File: src/hw/rtl/json_string_unescape_utf8_top_macros.svh
// assertion macros for the json string decoder
// no dependencies; included by the top level
`ifndef JSON_STRING_UNESCAPE_UTF8_TOP_MACROS_SVH
`define JSON_STRING_UNESCAPE_UTF8_TOP_MACROS_SVH
`ifndef ASSERT_OFF
`define JSU_ASSERT_IMPLY(lbl, clk, rst, ante, cons, msg) \
   lbl: assert property (@(posedge clk) disable iff (rst) (ante) |-> (cons)) \
      else $error(msg);
`define JSU_ASSERT_NEVER(lbl, clk, rst, cond, msg) \
   lbl: assert property (@(posedge clk) disable iff (rst) !(cond)) \
      else $error(msg);
`else
`define JSU_ASSERT_IMPLY(lbl, clk, rst, ante, cons, msg)
`define JSU_ASSERT_NEVER(lbl, clk, rst, cond, msg)
`endif
`endif

File: src/hw/rtl/jsu_pkg.sv
// shared types, character codes and helper functions of the json string decoder
// no dependencies
package jsu_pkg;

   localparam int CP_W    = 21;
   localparam int BYTES_W = 32;
   localparam int COUNT_W = 3;
   localparam int ERR_W   = 4;
   localparam int ADDR_W  = 3;
   localparam int DATA_W  = 32;

   // register index is paddr[2]
   localparam logic REG_CTRL = 1'b0;

   localparam logic [CP_W-1:0] CH_QUOTE  = 21'h22;
   localparam logic [CP_W-1:0] CH_BSLASH = 21'h5C;
   localparam logic [CP_W-1:0] CH_SLASH  = 21'h2F;
   localparam logic [CP_W-1:0] CH_APOS   = 21'h27;
   localparam logic [CP_W-1:0] CH_ZERO   = 21'h30;
   localparam logic [CP_W-1:0] CH_B      = 21'h62;
   localparam logic [CP_W-1:0] CH_F      = 21'h66;
   localparam logic [CP_W-1:0] CH_N      = 21'h6E;
   localparam logic [CP_W-1:0] CH_R      = 21'h72;
   localparam logic [CP_W-1:0] CH_T      = 21'h74;
   localparam logic [CP_W-1:0] CH_U      = 21'h75;
   localparam logic [CP_W-1:0] CH_SPACE  = 21'h20;
   localparam logic [CP_W-1:0] CH_BS_CTL = 21'h08;
   localparam logic [CP_W-1:0] CH_FF_CTL = 21'h0C;
   localparam logic [CP_W-1:0] CH_LF_CTL = 21'h0A;
   localparam logic [CP_W-1:0] CH_CR_CTL = 21'h0D;
   localparam logic [CP_W-1:0] CH_HT_CTL = 21'h09;
   localparam logic [CP_W-1:0] CH_NUL    = 21'h00;
   localparam logic [CP_W-1:0] SUPP_BASE = 21'h10000;

   // top six bits of a high and a low surrogate
   localparam logic [5:0] SURR_HI_TAG = 6'b110110;
   localparam logic [5:0] SURR_LO_TAG = 6'b110111;

   typedef enum logic [3:0] {
      PH_IDLE    = 4'd0,
      PH_STR     = 4'd1,
      PH_ESC     = 4'd2,
      PH_HEX_HI  = 4'd3,
      PH_WANT_BS = 4'd4,
      PH_WANT_U  = 4'd5,
      PH_HEX_LO  = 4'd6
   } jsu_phase_type;

   typedef enum logic [ERR_W-1:0] {
      ERR_NONE       = 4'd0,
      ERR_NO_QUOTE   = 4'd1,
      ERR_BAD_ESC    = 4'd2,
      ERR_NONSTD     = 4'd3,
      ERR_BAD_HEX    = 4'd4,
      ERR_MISS_LOW   = 4'd5,
      ERR_BAD_LOW    = 4'd6,
      ERR_STRAY_LOW  = 4'd7,
      ERR_CTRL_CHAR  = 4'd8,
      ERR_UNTERM     = 4'd9
   } jsu_err_type;

   typedef struct packed {
      logic [BYTES_W-1:0] bytes;
      logic [COUNT_W-1:0] count;
   } jsu_utf8_type;

   // {valid, nibble}
   function automatic logic [4:0] hex_of(input logic [CP_W-1:0] c);
      logic [4:0] r;
      r = 5'd0;
      if (c >= 21'h30 && c <= 21'h39) begin
         r = {1'b1, c[3:0]};
      end else if ((c >= 21'h61 && c <= 21'h66) || (c >= 21'h41 && c <= 21'h46)) begin
         r = {1'b1, c[3:0] + 4'd9};
      end
      return r;
   endfunction

   function automatic jsu_utf8_type utf8_enc(input logic [CP_W-1:0] cp);
      jsu_utf8_type r;
      if (cp < 21'h80) begin
         r.bytes = {25'd0, cp[6:0]};
         r.count = 3'd1;
      end else if (cp < 21'h800) begin
         r.bytes = {16'd0, 2'b10, cp[5:0], 3'b110, cp[10:6]};
         r.count = 3'd2;
      end else if (cp < 21'h10000) begin
         r.bytes = {8'd0, 2'b10, cp[5:0], 2'b10, cp[11:6], 4'b1110, cp[15:12]};
         r.count = 3'd3;
      end else begin
         r.bytes = {2'b10, cp[5:0], 2'b10, cp[11:6], 2'b10, cp[17:12], 5'b11110, cp[20:18]};
         r.count = 3'd4;
      end
      return r;
   endfunction

endpackage

File: src/hw/rtl/jsu_req_if.sv
// input channel of the json string decoder: one code point per word
// depends on jsu_pkg
interface jsu_req_if;
   logic                       valid;
   logic                       ready;
   logic [jsu_pkg::CP_W-1:0]   code_point;
   logic                       end_of_input;

   modport source (output valid, output code_point, output end_of_input, input ready);
   modport sink   (input valid, input code_point, input end_of_input, output ready);
endinterface

File: src/hw/rtl/jsu_rsp_if.sv
// result channel of the json string decoder: at most one decoded character per word
// depends on jsu_pkg
interface jsu_rsp_if;
   logic                          valid;
   logic                          ready;
   logic [jsu_pkg::BYTES_W-1:0]   utf8_bytes;
   logic [jsu_pkg::COUNT_W-1:0]   byte_count;
   logic                          string_done;
   logic [jsu_pkg::ERR_W-1:0]     error_code;

   modport source (output valid, output utf8_bytes, output byte_count, output string_done,
                   output error_code, input ready);
   modport sink   (input valid, input utf8_bytes, input byte_count, input string_done,
                   input error_code, output ready);
endinterface

File: src/hw/rtl/json_string_unescape_utf8_top.sv
// top level of the json string decoder: control register and decode pipeline
// depends on jsu_pkg, jsu_req_if, jsu_rsp_if, jsu_csr, jsu_core and the macros header
//
//   port      role     word
//   req_ch    sink     code_point, end_of_input
//   rsp_ch    source   utf8_bytes, byte_count, string_done, error_code
//   csr_*     apb      nonstd escape enable bit at byte address 0
//
// one word in and one word out per cycle while rsp_ch is not stalled; an accepted word passes through the input
// register and then the result register before rsp_ch.valid rises, and the rate is set by the single decode step
// between the input and result registers; synchronous active-high reset puts the decoder in idle, waiting for the
// opening quote; a stalled rsp_ch holds the result register, the input register still takes one word
`include "json_string_unescape_utf8_top_macros.svh"

module json_string_unescape_utf8_top (
   input  logic                        clock,
   input  logic                        reset,
   jsu_req_if.sink                     req_ch,
   jsu_rsp_if.source                   rsp_ch,
   input  logic                        csr_psel,
   input  logic                        csr_penable,
   input  logic                        csr_pwrite,
   input  logic [jsu_pkg::ADDR_W-1:0]  csr_paddr,
   input  logic [jsu_pkg::DATA_W-1:0]  csr_pwdata,
   output logic [jsu_pkg::DATA_W-1:0]  csr_prdata,
   output logic                        csr_pready
);
   import jsu_pkg::*;

   logic allow_nonstd;

   jsu_csr u_csr (
      .clock        (clock),
      .reset        (reset),
      .csr_psel     (csr_psel),
      .csr_penable  (csr_penable),
      .csr_pwrite   (csr_pwrite),
      .csr_paddr    (csr_paddr),
      .csr_pwdata   (csr_pwdata),
      .csr_prdata   (csr_prdata),
      .csr_pready   (csr_pready),
      .allow_nonstd (allow_nonstd)
   );

   jsu_core u_core (
      .clock        (clock),
      .reset        (reset),
      .allow_nonstd (allow_nonstd),
      .req_ch       (req_ch),
      .rsp_ch       (rsp_ch)
   );

   `JSU_ASSERT_IMPLY(a_done_clean, clock, reset, rsp_ch.valid && rsp_ch.string_done, rsp_ch.byte_count == 3'd0 && rsp_ch.error_code == ERR_NONE, "closing quote word carries bytes or an error")
   `JSU_ASSERT_IMPLY(a_err_empty, clock, reset, rsp_ch.valid && rsp_ch.error_code != ERR_NONE, rsp_ch.byte_count == 3'd0 && !rsp_ch.string_done, "error word carries bytes or done")
   `JSU_ASSERT_IMPLY(a_one_byte, clock, reset, rsp_ch.valid && rsp_ch.byte_count == 3'd1, rsp_ch.utf8_bytes[31:8] == 24'd0, "bytes beyond the count are not zero")
   `JSU_ASSERT_IMPLY(a_no_bubble, clock, reset, !rsp_ch.valid, req_ch.ready, "input stalled while the result register is empty")
   `JSU_ASSERT_NEVER(a_count_range, clock, reset, rsp_ch.valid && rsp_ch.byte_count > 3'd4, "byte count above four")
endmodule

File: src/hw/rtl/jsu_csr.sv
// apb control register of the json string decoder
// depends on jsu_pkg
module jsu_csr (
   input  logic                        clock,
   input  logic                        reset,
   input  logic                        csr_psel,
   input  logic                        csr_penable,
   input  logic                        csr_pwrite,
   input  logic [jsu_pkg::ADDR_W-1:0]  csr_paddr,
   input  logic [jsu_pkg::DATA_W-1:0]  csr_pwdata,
   output logic [jsu_pkg::DATA_W-1:0]  csr_prdata,
   output logic                        csr_pready,
   output logic                        allow_nonstd
);
   import jsu_pkg::*;

   logic allow_ff;
   logic allow_in;
   logic wr_en;

   assign csr_pready = 1'b1;
   assign wr_en      = csr_psel && csr_penable && csr_pwrite && csr_pready;

   always_comb begin
      allow_in = allow_ff;
      if (wr_en && csr_paddr[2] == REG_CTRL) begin
         allow_in = csr_pwdata[0];
      end
   end

   always_ff @(posedge clock) begin
      if (reset) begin
         allow_ff <= 1'b0;
      end else begin
         allow_ff <= allow_in;
      end
   end

   always_comb begin
      unique case (csr_paddr[2])
         REG_CTRL: csr_prdata = {{(DATA_W-1){1'b0}}, allow_ff};
         default:  csr_prdata = '0;
      endcase
   end

   assign allow_nonstd = allow_ff;
endmodule

File: src/hw/rtl/jsu_core.sv
// input register, string/escape state machine with utf-8 encoder, result register
// depends on jsu_pkg, jsu_req_if, jsu_rsp_if
module jsu_core (
   input  logic       clock,
   input  logic       reset,
   input  logic       allow_nonstd,
   jsu_req_if.sink    req_ch,
   jsu_rsp_if.source  rsp_ch
);
   import jsu_pkg::*;

   // input stage
   logic              in_valid_ff, in_valid_in;
   logic [CP_W-1:0]   in_cp_ff;
   logic              in_eoi_ff;

   // decoder state
   jsu_phase_type     phase_ff, phase_in;
   logic [15:0]       hex_ff, hex_in;
   logic [1:0]        cnt_ff, cnt_in;
   logic [9:0]        high_ff, high_in;

   // result stage
   logic              out_valid_ff, out_valid_in;
   logic [BYTES_W-1:0] out_bytes_ff;
   logic [COUNT_W-1:0] out_count_ff;
   logic              out_done_ff;
   logic [ERR_W-1:0]  out_err_ff;

   logic              advance;
   logic              at_end;
   logic [CP_W-1:0]   c;
   logic [4:0]        hex_d;
   logic [15:0]       hex_next;
   logic              enc_en;
   logic [CP_W-1:0]   enc_cp;
   jsu_utf8_type      enc;
   logic              fail;
   jsu_err_type       err;
   logic              done;

   assign advance      = !out_valid_ff || rsp_ch.ready;
   assign req_ch.ready = !in_valid_ff || advance;
   assign in_valid_in  = req_ch.ready ? req_ch.valid : in_valid_ff;
   assign out_valid_in = advance ? in_valid_ff : out_valid_ff;

   assign c        = in_cp_ff;
   assign at_end   = in_eoi_ff || (in_cp_ff == CH_NUL);
   assign hex_d    = hex_of(in_cp_ff);
   assign hex_next = {hex_ff[11:0], hex_d[3:0]};

   always_comb begin
      phase_in = phase_ff;
      hex_in   = hex_ff;
      cnt_in   = cnt_ff;
      high_in  = high_ff;
      enc_en   = 1'b0;
      enc_cp   = c;
      fail     = 1'b0;
      err      = ERR_NONE;
      done     = 1'b0;
      unique case (phase_ff)
         PH_STR: begin
            if (at_end) begin
               fail = 1'b1;
               err  = ERR_UNTERM;
            end else if (c == CH_BSLASH) begin
               phase_in = PH_ESC;
            end else if (c == CH_QUOTE) begin
               done     = 1'b1;
               phase_in = PH_IDLE;
            end else if (c < CH_SPACE) begin
               fail = 1'b1;
               err  = ERR_CTRL_CHAR;
            end else begin
               enc_en = 1'b1;
            end
         end
         PH_ESC: begin
            if (at_end) begin
               fail = 1'b1;
               err  = ERR_BAD_ESC;
            end else begin
               phase_in = PH_STR;
               unique case (c) inside
                  CH_QUOTE, CH_BSLASH, CH_SLASH: enc_en = 1'b1;
                  CH_B: begin
                     enc_en = 1'b1;
                     enc_cp = CH_BS_CTL;
                  end
                  CH_F: begin
                     enc_en = 1'b1;
                     enc_cp = CH_FF_CTL;
                  end
                  CH_N: begin
                     enc_en = 1'b1;
                     enc_cp = CH_LF_CTL;
                  end
                  CH_R: begin
                     enc_en = 1'b1;
                     enc_cp = CH_CR_CTL;
                  end
                  CH_T: begin
                     enc_en = 1'b1;
                     enc_cp = CH_HT_CTL;
                  end
                  CH_ZERO, CH_APOS: begin
                     if (!allow_nonstd) begin
                        fail = 1'b1;
                        err  = ERR_NONSTD;
                     end else begin
                        enc_en = 1'b1;
                        enc_cp = (c == CH_ZERO) ? CH_NUL : CH_APOS;
                     end
                  end
                  CH_U: begin
                     phase_in = PH_HEX_HI;
                     hex_in   = 16'd0;
                     cnt_in   = 2'd0;
                  end
                  default: begin
                     fail = 1'b1;
                     err  = ERR_BAD_ESC;
                  end
               endcase
            end
         end
         PH_HEX_HI, PH_HEX_LO: begin
            if (at_end || !hex_d[4]) begin
               fail = 1'b1;
               err  = ERR_BAD_HEX;
            end else if (cnt_ff != 2'd3) begin
               hex_in = hex_next;
               cnt_in = cnt_ff + 2'd1;
            end else begin
               hex_in = 16'd0;
               cnt_in = 2'd0;
               if (phase_ff == PH_HEX_HI) begin
                  if (hex_next[15:10] == SURR_HI_TAG) begin
                     high_in  = hex_next[9:0];
                     phase_in = PH_WANT_BS;
                  end else if (hex_next[15:10] == SURR_LO_TAG) begin
                     fail = 1'b1;
                     err  = ERR_STRAY_LOW;
                  end else begin
                     enc_en   = 1'b1;
                     enc_cp   = {5'd0, hex_next};
                     phase_in = PH_STR;
                  end
               end else begin
                  if (hex_next[15:10] != SURR_LO_TAG) begin
                     fail = 1'b1;
                     err  = ERR_BAD_LOW;
                  end else begin
                     enc_en   = 1'b1;
                     enc_cp   = SUPP_BASE + {1'b0, high_ff, hex_next[9:0]};
                     phase_in = PH_STR;
                  end
               end
            end
         end
         PH_WANT_BS: begin
            if (at_end || c != CH_BSLASH) begin
               fail = 1'b1;
               err  = ERR_MISS_LOW;
            end else begin
               phase_in = PH_WANT_U;
            end
         end
         PH_WANT_U: begin
            if (at_end || c != CH_U) begin
               fail = 1'b1;
               err  = ERR_MISS_LOW;
            end else begin
               phase_in = PH_HEX_LO;
               hex_in   = 16'd0;
               cnt_in   = 2'd0;
            end
         end
         default: begin
            // idle, and any unassigned phase code
            if (!at_end && c == CH_QUOTE) begin
               phase_in = PH_STR;
            end else begin
               fail = 1'b1;
               err  = ERR_NO_QUOTE;
            end
         end
      endcase
      if (fail) begin
         phase_in = PH_IDLE;
         hex_in   = 16'd0;
         cnt_in   = 2'd0;
      end
   end

   assign enc = utf8_enc(enc_cp);

   always_ff @(posedge clock) begin
      if (reset) begin
         in_valid_ff  <= 1'b0;
         out_valid_ff <= 1'b0;
         phase_ff     <= PH_IDLE;
         hex_ff       <= 16'd0;
         cnt_ff       <= 2'd0;
         high_ff      <= 10'd0;
      end else begin
         in_valid_ff  <= in_valid_in;
         out_valid_ff <= out_valid_in;
         if (advance && in_valid_ff) begin
            phase_ff <= phase_in;
            hex_ff   <= hex_in;
            cnt_ff   <= cnt_in;
            high_ff  <= high_in;
         end
      end
   end

   always_ff @(posedge clock) begin
      if (req_ch.ready) begin
         in_cp_ff  <= req_ch.code_point;
         in_eoi_ff <= req_ch.end_of_input;
      end
      if (advance) begin
         out_bytes_ff <= enc_en ? enc.bytes : '0;
         out_count_ff <= enc_en ? enc.count : '0;
         out_done_ff  <= done;
         out_err_ff   <= err;
      end
   end

   assign rsp_ch.valid       = out_valid_ff;
   assign rsp_ch.utf8_bytes  = out_bytes_ff;
   assign rsp_ch.byte_count  = out_count_ff;
   assign rsp_ch.string_done = out_done_ff;
   assign rsp_ch.error_code  = out_err_ff;
endmodule
File: src/flat_wrapper.sv
// flat-port wrapper written by rule: the top's interface ports become plain ports
module json_string_unescape_utf8_top_flat import jsu_pkg::*;
  (clock, reset, csr_psel, csr_penable, csr_pwrite, csr_paddr, csr_pwdata, csr_prdata, csr_pready, req_ch_valid, req_ch_code_point, req_ch_end_of_input, req_ch_ready, rsp_ch_valid, rsp_ch_utf8_bytes, rsp_ch_byte_count, rsp_ch_string_done, rsp_ch_error_code, rsp_ch_ready);
  jsu_req_if req_ch_i ();
  jsu_rsp_if rsp_ch_i ();
  input  logic clock;
  input  logic reset;
  input  logic csr_psel;
  input  logic csr_penable;
  input  logic csr_pwrite;
  input  logic [jsu_pkg::ADDR_W-1:0] csr_paddr;
  input  logic [jsu_pkg::DATA_W-1:0] csr_pwdata;
  output logic [jsu_pkg::DATA_W-1:0] csr_prdata;
  output logic csr_pready;
  input wire logic [$bits(req_ch_i.valid)-1:0] req_ch_valid;
  input wire logic [$bits(req_ch_i.code_point)-1:0] req_ch_code_point;
  input wire logic [$bits(req_ch_i.end_of_input)-1:0] req_ch_end_of_input;
  output wire logic [$bits(req_ch_i.ready)-1:0] req_ch_ready;
  output wire logic [$bits(rsp_ch_i.valid)-1:0] rsp_ch_valid;
  output wire logic [$bits(rsp_ch_i.utf8_bytes)-1:0] rsp_ch_utf8_bytes;
  output wire logic [$bits(rsp_ch_i.byte_count)-1:0] rsp_ch_byte_count;
  output wire logic [$bits(rsp_ch_i.string_done)-1:0] rsp_ch_string_done;
  output wire logic [$bits(rsp_ch_i.error_code)-1:0] rsp_ch_error_code;
  input wire logic [$bits(rsp_ch_i.ready)-1:0] rsp_ch_ready;
  assign req_ch_i.valid = req_ch_valid;
  assign req_ch_i.code_point = req_ch_code_point;
  assign req_ch_i.end_of_input = req_ch_end_of_input;
  assign req_ch_ready = req_ch_i.ready;
  assign rsp_ch_valid = rsp_ch_i.valid;
  assign rsp_ch_utf8_bytes = rsp_ch_i.utf8_bytes;
  assign rsp_ch_byte_count = rsp_ch_i.byte_count;
  assign rsp_ch_string_done = rsp_ch_i.string_done;
  assign rsp_ch_error_code = rsp_ch_i.error_code;
  assign rsp_ch_i.ready = rsp_ch_ready;
  json_string_unescape_utf8_top u_core (.clock(clock), .reset(reset), .req_ch(req_ch_i), .rsp_ch(rsp_ch_i), .csr_psel(csr_psel), .csr_penable(csr_penable), .csr_pwrite(csr_pwrite), .csr_paddr(csr_paddr), .csr_pwdata(csr_pwdata), .csr_prdata(csr_prdata), .csr_pready(csr_pready));
endmodule
File: config.mk
export PLATFORM = sky130hd
export DESIGN_NAME = json_string_unescape_utf8_top_flat
export DESIGN_NICKNAME = d
export VERILOG_FILES = /design/src/hw/rtl/jsu_pkg.sv /design/src/hw/rtl/jsu_req_if.sv /design/src/hw/rtl/jsu_rsp_if.sv /design/src/hw/rtl/json_string_unescape_utf8_top.sv /design/src/hw/rtl/jsu_csr.sv /design/src/hw/rtl/jsu_core.sv /design/src/flat_wrapper.sv
export VERILOG_INCLUDE_DIRS = /design/src /design/src/hw/rtl
export SDC_FILE = /design/constraint.sdc
export NUM_CORES = 1
export LEC_CHECK = 0
export ABC_AREA = 1
export ABC_CLOCK_PERIOD_IN_PS = 3400
export BUFFER_PORTS_ARGS = -buffer_cell sky130_fd_sc_hd__buf_2
export CAP_MARGIN = 40
export CORE_AREA = 2 2 157 175
export CTS_CLUSTER_DIAMETER = 100
export DETAILED_ROUTE_END_ITERATION = 7
export DIE_AREA = 0 0 159 177
export GPL_TIMING_DRIVEN = 0
export PLACE_DENSITY = 0.45
export SETUP_SLACK_MARGIN = 0.15
export SLEW_MARGIN = 25
export SYNTH_ARGS = -nofsm -noshare
export SYNTH_HDL_FRONTEND = slang
export SYNTH_SLANG_ARGS = --single-unit
File: constraint.sdc
create_clock -name clock -period 3.4 [get_ports clock]
set_input_delay 0.51 -clock clock [delete_from_list [all_inputs] [get_ports clock]]
set_output_delay 0.51 -clock clock [all_outputs]
set_load 0.03 [all_outputs]
==> results of run 1 <==
==> final timing paths <==
| path | cells after the start | start | to | slack [ns] |
|---|---|---|---|---|
| max | 19 | u_core.u_core.c[18] | u_core.u_core.hex_ff[7] | 0.30 |
| min | 1 | req_ch_code_point[15] | u_core.u_core.c[15] | 0.32 |
| max reg2reg | 19 | u_core.u_core.c[18] | u_core.u_core.hex_ff[7] | 0.30 |
| min reg2reg | 2 | u_core.u_core.high_ff[3] | u_core.u_core.high_ff[3] | 0.46 |
==> cell type report <==
class | count | area share
clock inverter | 3 | 0.00289
tap | 357 | 0.0543
clock buffer | 13 | 0.0328
buffer | 66 | 0.0563
sequential | 87 | 0.281
timing repair buffer | 113 | 0.0858
multi-input combinational | 701 | 0.434
inverter | 112 | 0.0528
==> through the flow <==
stage	setup TNS, ns	hold slack (ns)	power [mW]
after floorplan	0	0.421	1.76
after detailed placement	-2.87	0.448	1.95
after CTS	0	0.315	2.97
after global placement	-3.80	0.443	1.95
final	0	0.325	2.98
after global routing	0	0.317	3.13
==> cells in the final DEF, fill, tap and decap left out, drive strengths merged, types with 11 or more instances in the layout <==
cell and n:
clkbuf 24, dfxtp 30, nor2 111, nand4 25, inv 110, conb 35
nor3 11, nand3 85, o21ai 66, edfxtp 57, nand2 276, a21oi 55
buf 168
==> flip-flops by register name, summed over array words and instances (netlist names) <==
name and count:
u_core.u_core.rsp_ch.utf8_bytes 28, u_core.u_core.c 21, u_core.u_core.hex_ff 12, u_core.u_core.high_ff 10, u_core.u_core.rsp_ch.error_code 4, u_core.u_core.phase_ff 3
u_core.u_core.cnt_ff 2, u_core.u_core.rsp_ch.byte_count 2, u_core.u_core.in_eoi_ff 1, u_core.u_core.in_valid_ff 1, u_core.u_core.rsp_ch.string_done 1, u_core.u_core.rsp_ch.valid 1
u_core.u_csr.allow_nonstd 1
==> cell usage after synthesis (all sizes together) <==
cell,n,area [um^2]
dfxtp,30,601
inv,111,417
a221o,1,10.0
a31oi,1,6.26
o211ai,7,52.6
clkinv,1,3.75
buf,56,423
xor2,4,35.0
conb,2,7.51
o22ai,2,12.5
a32oi,1,8.76
nand4,25,156
a211oi,3,22.5
or2,2,12.5
edfxtp,57,1710
a41oi,1,8.76
clkbuf,10,37.5
o21ai,66,330
nor4,3,18.8
xnor2,1,8.76
nand3b,1,20.0
o2111ai,2,17.5
nor3,11,55.1
o311a,1,10.0
nand3,85,495
nand2,274,1130
nor2,111,521
ha,6,75.1
a21oi,55,287
and3,1,6.26
==> cell families after synthesis <==
family,Yosys count
other cells,2
compound gates,140
simple gates,513
fa+ha+maj,6
buf+inv,178
flops,87
xor+xnor,5
==> worst max-delay path, stage by stage, from the launching register on <==
cell and delay, ns:
edfxtp_1 0.43, nor2_2 0.17, nand2_4 0.12, nor2_4 0.20, buf_4 0.16, nand4_1 0.08, nand2_1 0.12, nand2_4 0.10
nand3_4 0.15, buf_4 0.15, nand2_4 0.07, o21ai_1 0.13, inv_1 0.06, nor2_2 0.21, nand3_2 0.17, inv_2 0.15
nand2_2 0.13, o21ai_0 0.26, nand2_1 0.08, nor2_1 0.09
==> power groups by stage <==
stage / Clock, mW / Combinational [mW] / Sequential [mW]
6_report: 1.00 / 0.745 / 1.24
5_1_grt: 1.07 / 0.816 / 1.24
4_1_cts: 1.03 / 0.698 / 1.24
3_5_place_dp: 0 / 0.684 / 1.27
3_3_place_gp: 0 / 0.681 / 1.27
2_1_floorplan: 0 / 0.443 / 1.32
==> layer usage <==
| layer | up-vias | track usage | routed length (um) |
|---|---|---|---|
| met3 | 21 | 0.0260 | 1060 |
| met5 | - | 0 | 0 |
| li1 | 3312 | - | - |
| met4 | 0 | 0.0542 | 505 |
| met1 | 2901 | 0.190 | 9720 |
| met2 | 163 | 0.260 | 10300 |
==> timing repair <==
| action | 4_1_cts | 5_1_grt |
|---|---|---|
| cloned | 0 | 2 |
| buffers inserted | 4 | 37 |
| resized for setup | 4 | 35 |
| hold buffers | 0 | 0 |
| pin swaps | 0 | 16 |
| setup endpoints to repair | 47 | 47 |
==> run_results.csv, run 1 <==
group,metric,value,unit
drt,drtIter0Drc,651,
pwr,pwr-share-comb,0.250,
floorplanning,die_h,177,um
clock_tree,clock-sinks,87,
final_layout,layout.cells.non_filler,1452,
floorplanning,initial_core_util,0.245,
placement,place_ws,-0.265,ns
placement,place_hpwl,16700,um
timing,slew_headroom,0.632,
floorplanning,num_rows,63,
global_route,grt_pass1_vias,5750,
pwr,ir_drop,0.175,mV
timing,max_freq,322,MHz
clock_tree,clk_latency,0.36,ns
synth,netlist_area,0.00650,mm^2
global_route,grt_overflow_total,0,
final_layout,drive_above_1_share,0.261,
floorplanning,die_area,0.0281,mm^2
pwr,p_seq_frac,0.415,
synth,ys_seq_area_frac,0.356,
final_layout,utilization,0.311,
synth,muxShareOfSynthArea,0,
synth,yosysWarnings,0,
pwr,p_switching,0.996,mW
global_route,antenna_found_initial,0,
global_route,grt_usage,0.151,
synth,synthSimpleGateAreaFrac,0.371,
clock_tree,clkTransAtPathRegs,0.07,ns
synth,synth_cell_types,43,
pwr,total_leakage_power,3.92,nW
synth,syn_area_per_cell,6.98,um^2
final_layout,fill_cells,2966,
setup_path,start_kind,"register",
timing,hold_viol,0,
final_layout,num-nets-final,1160,
placement,place_area,0.00747,mm^2
run,cap_violations,0,
pwr,p_clk_frac,0.336,
placement,io_buffers,70,
drt,wl,21600,um
placement,place_congestion,0.875,
outcome,status,"finished, final reports clean",
timing,fin_ws,0.298,ns
drt,via_per_inst,4.41,
pwr,swShare,0.334,
final_layout,syn_to_final_growth,26.7,%
drt,wl_per_cell,14.9,um
global_route,grt_max_degree,28,
clock_tree,cts.root.buffer_cell,"clkbuf_16",
drt,vias,6397,
placement,dp_cells,1393,
timing,setup_viol,0,
setup_path,crit_arrival,3.40,ns
final_layout,fin_area,0.00823,mm^2
timing,period_share,0.912,
final_layout,regArea,0.00231,mm^2
synth,synth_adder_area_share,0.0116,
clock_tree,cts.path.max_buffers,2,
drt,drc,0,
global_route,grt_pass1_wl,32800,um
clock_tree,cts_made_buffers,9,
synth,synth_compound_area_frac,0.118,
pwr,internal_power,1.99,mW
clock_tree,htreeDepth,3,
floorplanning,ios,139,
final_layout,multi_input_area,0.00357,mm^2
drt,drtPass1Iterations,5,
synth,synthCells,931,
setup_path,critical_path_required,3.70,ns
setup_path,cp-end-kind,"register",
synth,ys_ff_latch,87,
final_layout,antenna_cells,0,
timing,final_max_slew_viol_count,0,
synth,synth_top_family_by_area,"simple AND/OR/NAND/NOR gates",
hold_path,hold_class,"in2reg",
timing,tightest_slew,0.546,ns
timing,skew,0.0131,ns
floorplanning,core_area,0.0265,mm^2
clock_tree,cts_tree,"done",
timing,rsz0062_at_grt,"true",
setup_path,worstSetupPathType,"reg2reg",
drt,drtAntennaViolNets,0,
pwr,power_density,363,mW/mm^2
setup_path,cp_max_fo,9,
synth,synth-xor-area-share,0.00674,
timing,fin_crit,3.10,ns
floorplanning,die_w,159,um
Power figures use the tool's default switching activity.
==> run 2: changes to the inputs <==
--- a/config.mk
+++ b/config.mk
@@ -8,6 +8,6 @@
 export LEC_CHECK = 0
 export ABC_AREA = 1
-export ABC_CLOCK_PERIOD_IN_PS = 3400
-export BUFFER_PORTS_ARGS = -buffer_cell sky130_fd_sc_hd__buf_2
+export ABC_CLOCK_PERIOD_IN_PS = 3100
+export BUFFER_PORTS_ARGS = -buffer_cell sky130_fd_sc_hd__buf_4
 export CAP_MARGIN = 40
 export CORE_AREA = 2 2 157 175
==> constraint.sdc (replaced) <==
create_clock -name clock -period 3.1 [get_ports clock]
set_input_delay 0.62 -clock clock [delete_from_list [all_inputs] [get_ports clock]]
set_output_delay 0.62 -clock clock [all_outputs]
set_load 0.03 [all_outputs]
==> run_results.csv, run 2 (synthesis gave the netlist of run 1 again) <==
group,metric,value,unit
final_layout,syn_to_final_growth,46.0,%
clock_tree,cts.path.max_buffers,2,
timing,fin_crit,3.01,ns
hold_path,hold_class,"in2reg",
final_layout,final_common_cell,"nand2_1",
timing,tightest_slew,0.638,ns
final_layout,drive_above_1_share,0.382,
setup_path,cp-end-kind,"register",
timing,setup_viol,0,
floorplanning,num_rows,63,
setup_path,crit_arrival,3.14,ns
global_route,grt_max_degree,27,
timing,skew,0.0114,ns
placement,place_congestion,0.879,
final_layout,regArea,0.00231,mm^2
timing,tns,0,ns
floorplanning,initial_core_util,0.245,
final_layout,largest_reg_flops,28,
global_route,antenna_found_initial,0,
global_route,grt_pass1_vias,6110,
global_route,grt_usage,0.158,
clock_tree,clock-sinks,87,
timing,slew_headroom,0.573,
pwr,ir_drop,0.238,mV
clock_tree,clk_latency,0.37,ns
setup_path,cp_max_fo,10,
final_layout,num-nets-final,1205,
pwr,power_density,373,mW/mm^2
clock_tree,cts_made_buffers,9,
clock_tree,clkTransAtPathRegs,0.07,ns
global_route,grt_pass1_wl,34300,um
timing,max_freq,332,MHz
drt,vias,6690,
drt,wl,22500,um
outcome,status,"finished, final reports clean",
final_layout,final_cell_mix,"nand2_1 (212), buf_4 (174), inv_1 (86)",
timing,rsz0062_at_grt,"true",
drt,wl_per_cell,15.0,um
run,cap_violations,0,
floorplanning,core_area,0.0265,mm^2
clock_tree,htreeDepth,3,
timing,final_max_slew_viol_count,0,
drt,drtPass1Iterations,5,
final_layout,layout.cells.non_filler,1497,
clock_tree,cts_tree,"done",
timing,period_share,0.972,
placement,dp_cells,1393,
final_layout,fill_cells,2844,
final_layout,multi_input_area,0.00410,mm^2
setup_path,start_kind,"register",
clock_tree,cts.root.buffer_cell,"clkbuf_16",
timing,hold_viol,0,
pwr,total_leakage_power,4.28,nW
final_layout,antenna_cells,0,
placement,place_hpwl,16800,um
floorplanning,ios,139,
drt,via_per_inst,4.47,
placement,io_buffers,70,
floorplanning,die_w,159,um
floorplanning,die_h,177,um
drt,drc,0,
setup_path,critical_path_required,3.22,ns
drt,drtAntennaViolNets,0,
setup_path,worstSetupPathType,"reg2reg",
floorplanning,die_area,0.0281,mm^2
drt,drtIter0Drc,476,
global_route,grt_overflow_total,0,
## run 2: cell count changes in the layout (fill, tap and decap cells not counted), sizes merged
| cell | before | now |
|---|---|---|
| buf | 168 | 212 |
| clkinv | 2 | 4 |
| inv | 110 | 109 |
## run 2: worst paths after layout
check | startpoint | cells past startpoint | slack [ns] | end
setup reg to reg | u_core.u_core.c[13] | 21 | 0.09 | u_core.u_core.rsp_ch.utf8_bytes[2]
hold / removal | req_ch_code_point[11] | 1 | 0.43 | u_core.u_core.c[11]
setup / recovery | u_core.u_core.c[13] | 21 | 0.09 | u_core.u_core.rsp_ch.utf8_bytes[2]
hold reg to reg | u_core.u_core.high_ff[2] | 2 | 0.46 | u_core.u_core.high_ff[2]
## run 2: worst max-delay path: stages, from the launching register on
cell and delay [ns]:
edfxtp_1 0.49, nor2_4 0.20, nand2_4 0.10, nor2_4 0.17, nand3_2 0.12, nor2_2 0.12, nand2_1 0.06, nand2_2 0.08
nand3_4 0.14, buf_6 0.18, buf_12 0.12, buf_16 0.12, nand3_4 0.05, nand3_2 0.08, nand2_4 0.11, clkinv_4 0.09
nand3_4 0.17, inv_6 0.07, nand2_1 0.07, nand2_2 0.06, nor2_2 0.10, nor2_1 0.05
## run 2: stage by stage
stage | total power, mW | setup slack, ns | util | instance area (um^2) | hold WS [ns]
2_1_floorplan | 1.93 | 0.430 | - | 6620 | 0.421
3_3_place_gp | 2.18 | -0.613 | 0.287 | 7590 | 0.444
3_5_place_dp | 2.18 | -0.542 | 0.289 | 7650 | 0.451
4_1_cts | 3.45 | 0.0845 | 0.329 | 8730 | 0.417
5_1_grt | 3.70 | -0.0968 | 0.358 | 9480 | 0.418
6_report | 3.54 | 0.0861 | 0.358 | 9480 | 0.430
## run 2: layer usage
metal,vias to the layer above,track usage,part of all wire
met3,46,0.0255,0.047
met2,194,0.272,0.48
met1,3025,0.191,0.43
met4,0,0.0784,0.039
li1,3425,-,-
met5,-,0,0
## run 2: what timing repair did
action | 4_1_cts | 5_1_grt
resized for setup | 87 | 153
pin swaps | 50 | 44
endpoints found under the setup margin | 57 | 58
setup buffers | 53 | 29
cloned | 2 | 4
hold buffers | 0 | 0
## run 2: layout make-up
| class | instances | share of cell area |
|---|---|---|
| sequential | 87 | 0.244 |
| clock inverter | 4 | 0.00356 |
| buffer | 66 | 0.0529 |
| inverter | 112 | 0.0487 |
| multi-input combinational | 701 | 0.432 |
| tap | 357 | 0.0471 |
| timing repair buffer | 158 | 0.143 |
| clock buffer | 12 | 0.0293 |
## run 2: where the power goes
group          switching [mW]  internal [mW]  total, mW  leakage, nW
clock                   0.511          0.645       1.16        0.156
combinational           0.638          0.386       1.02         3.24
sequential             0.0506           1.31       1.36        0.890
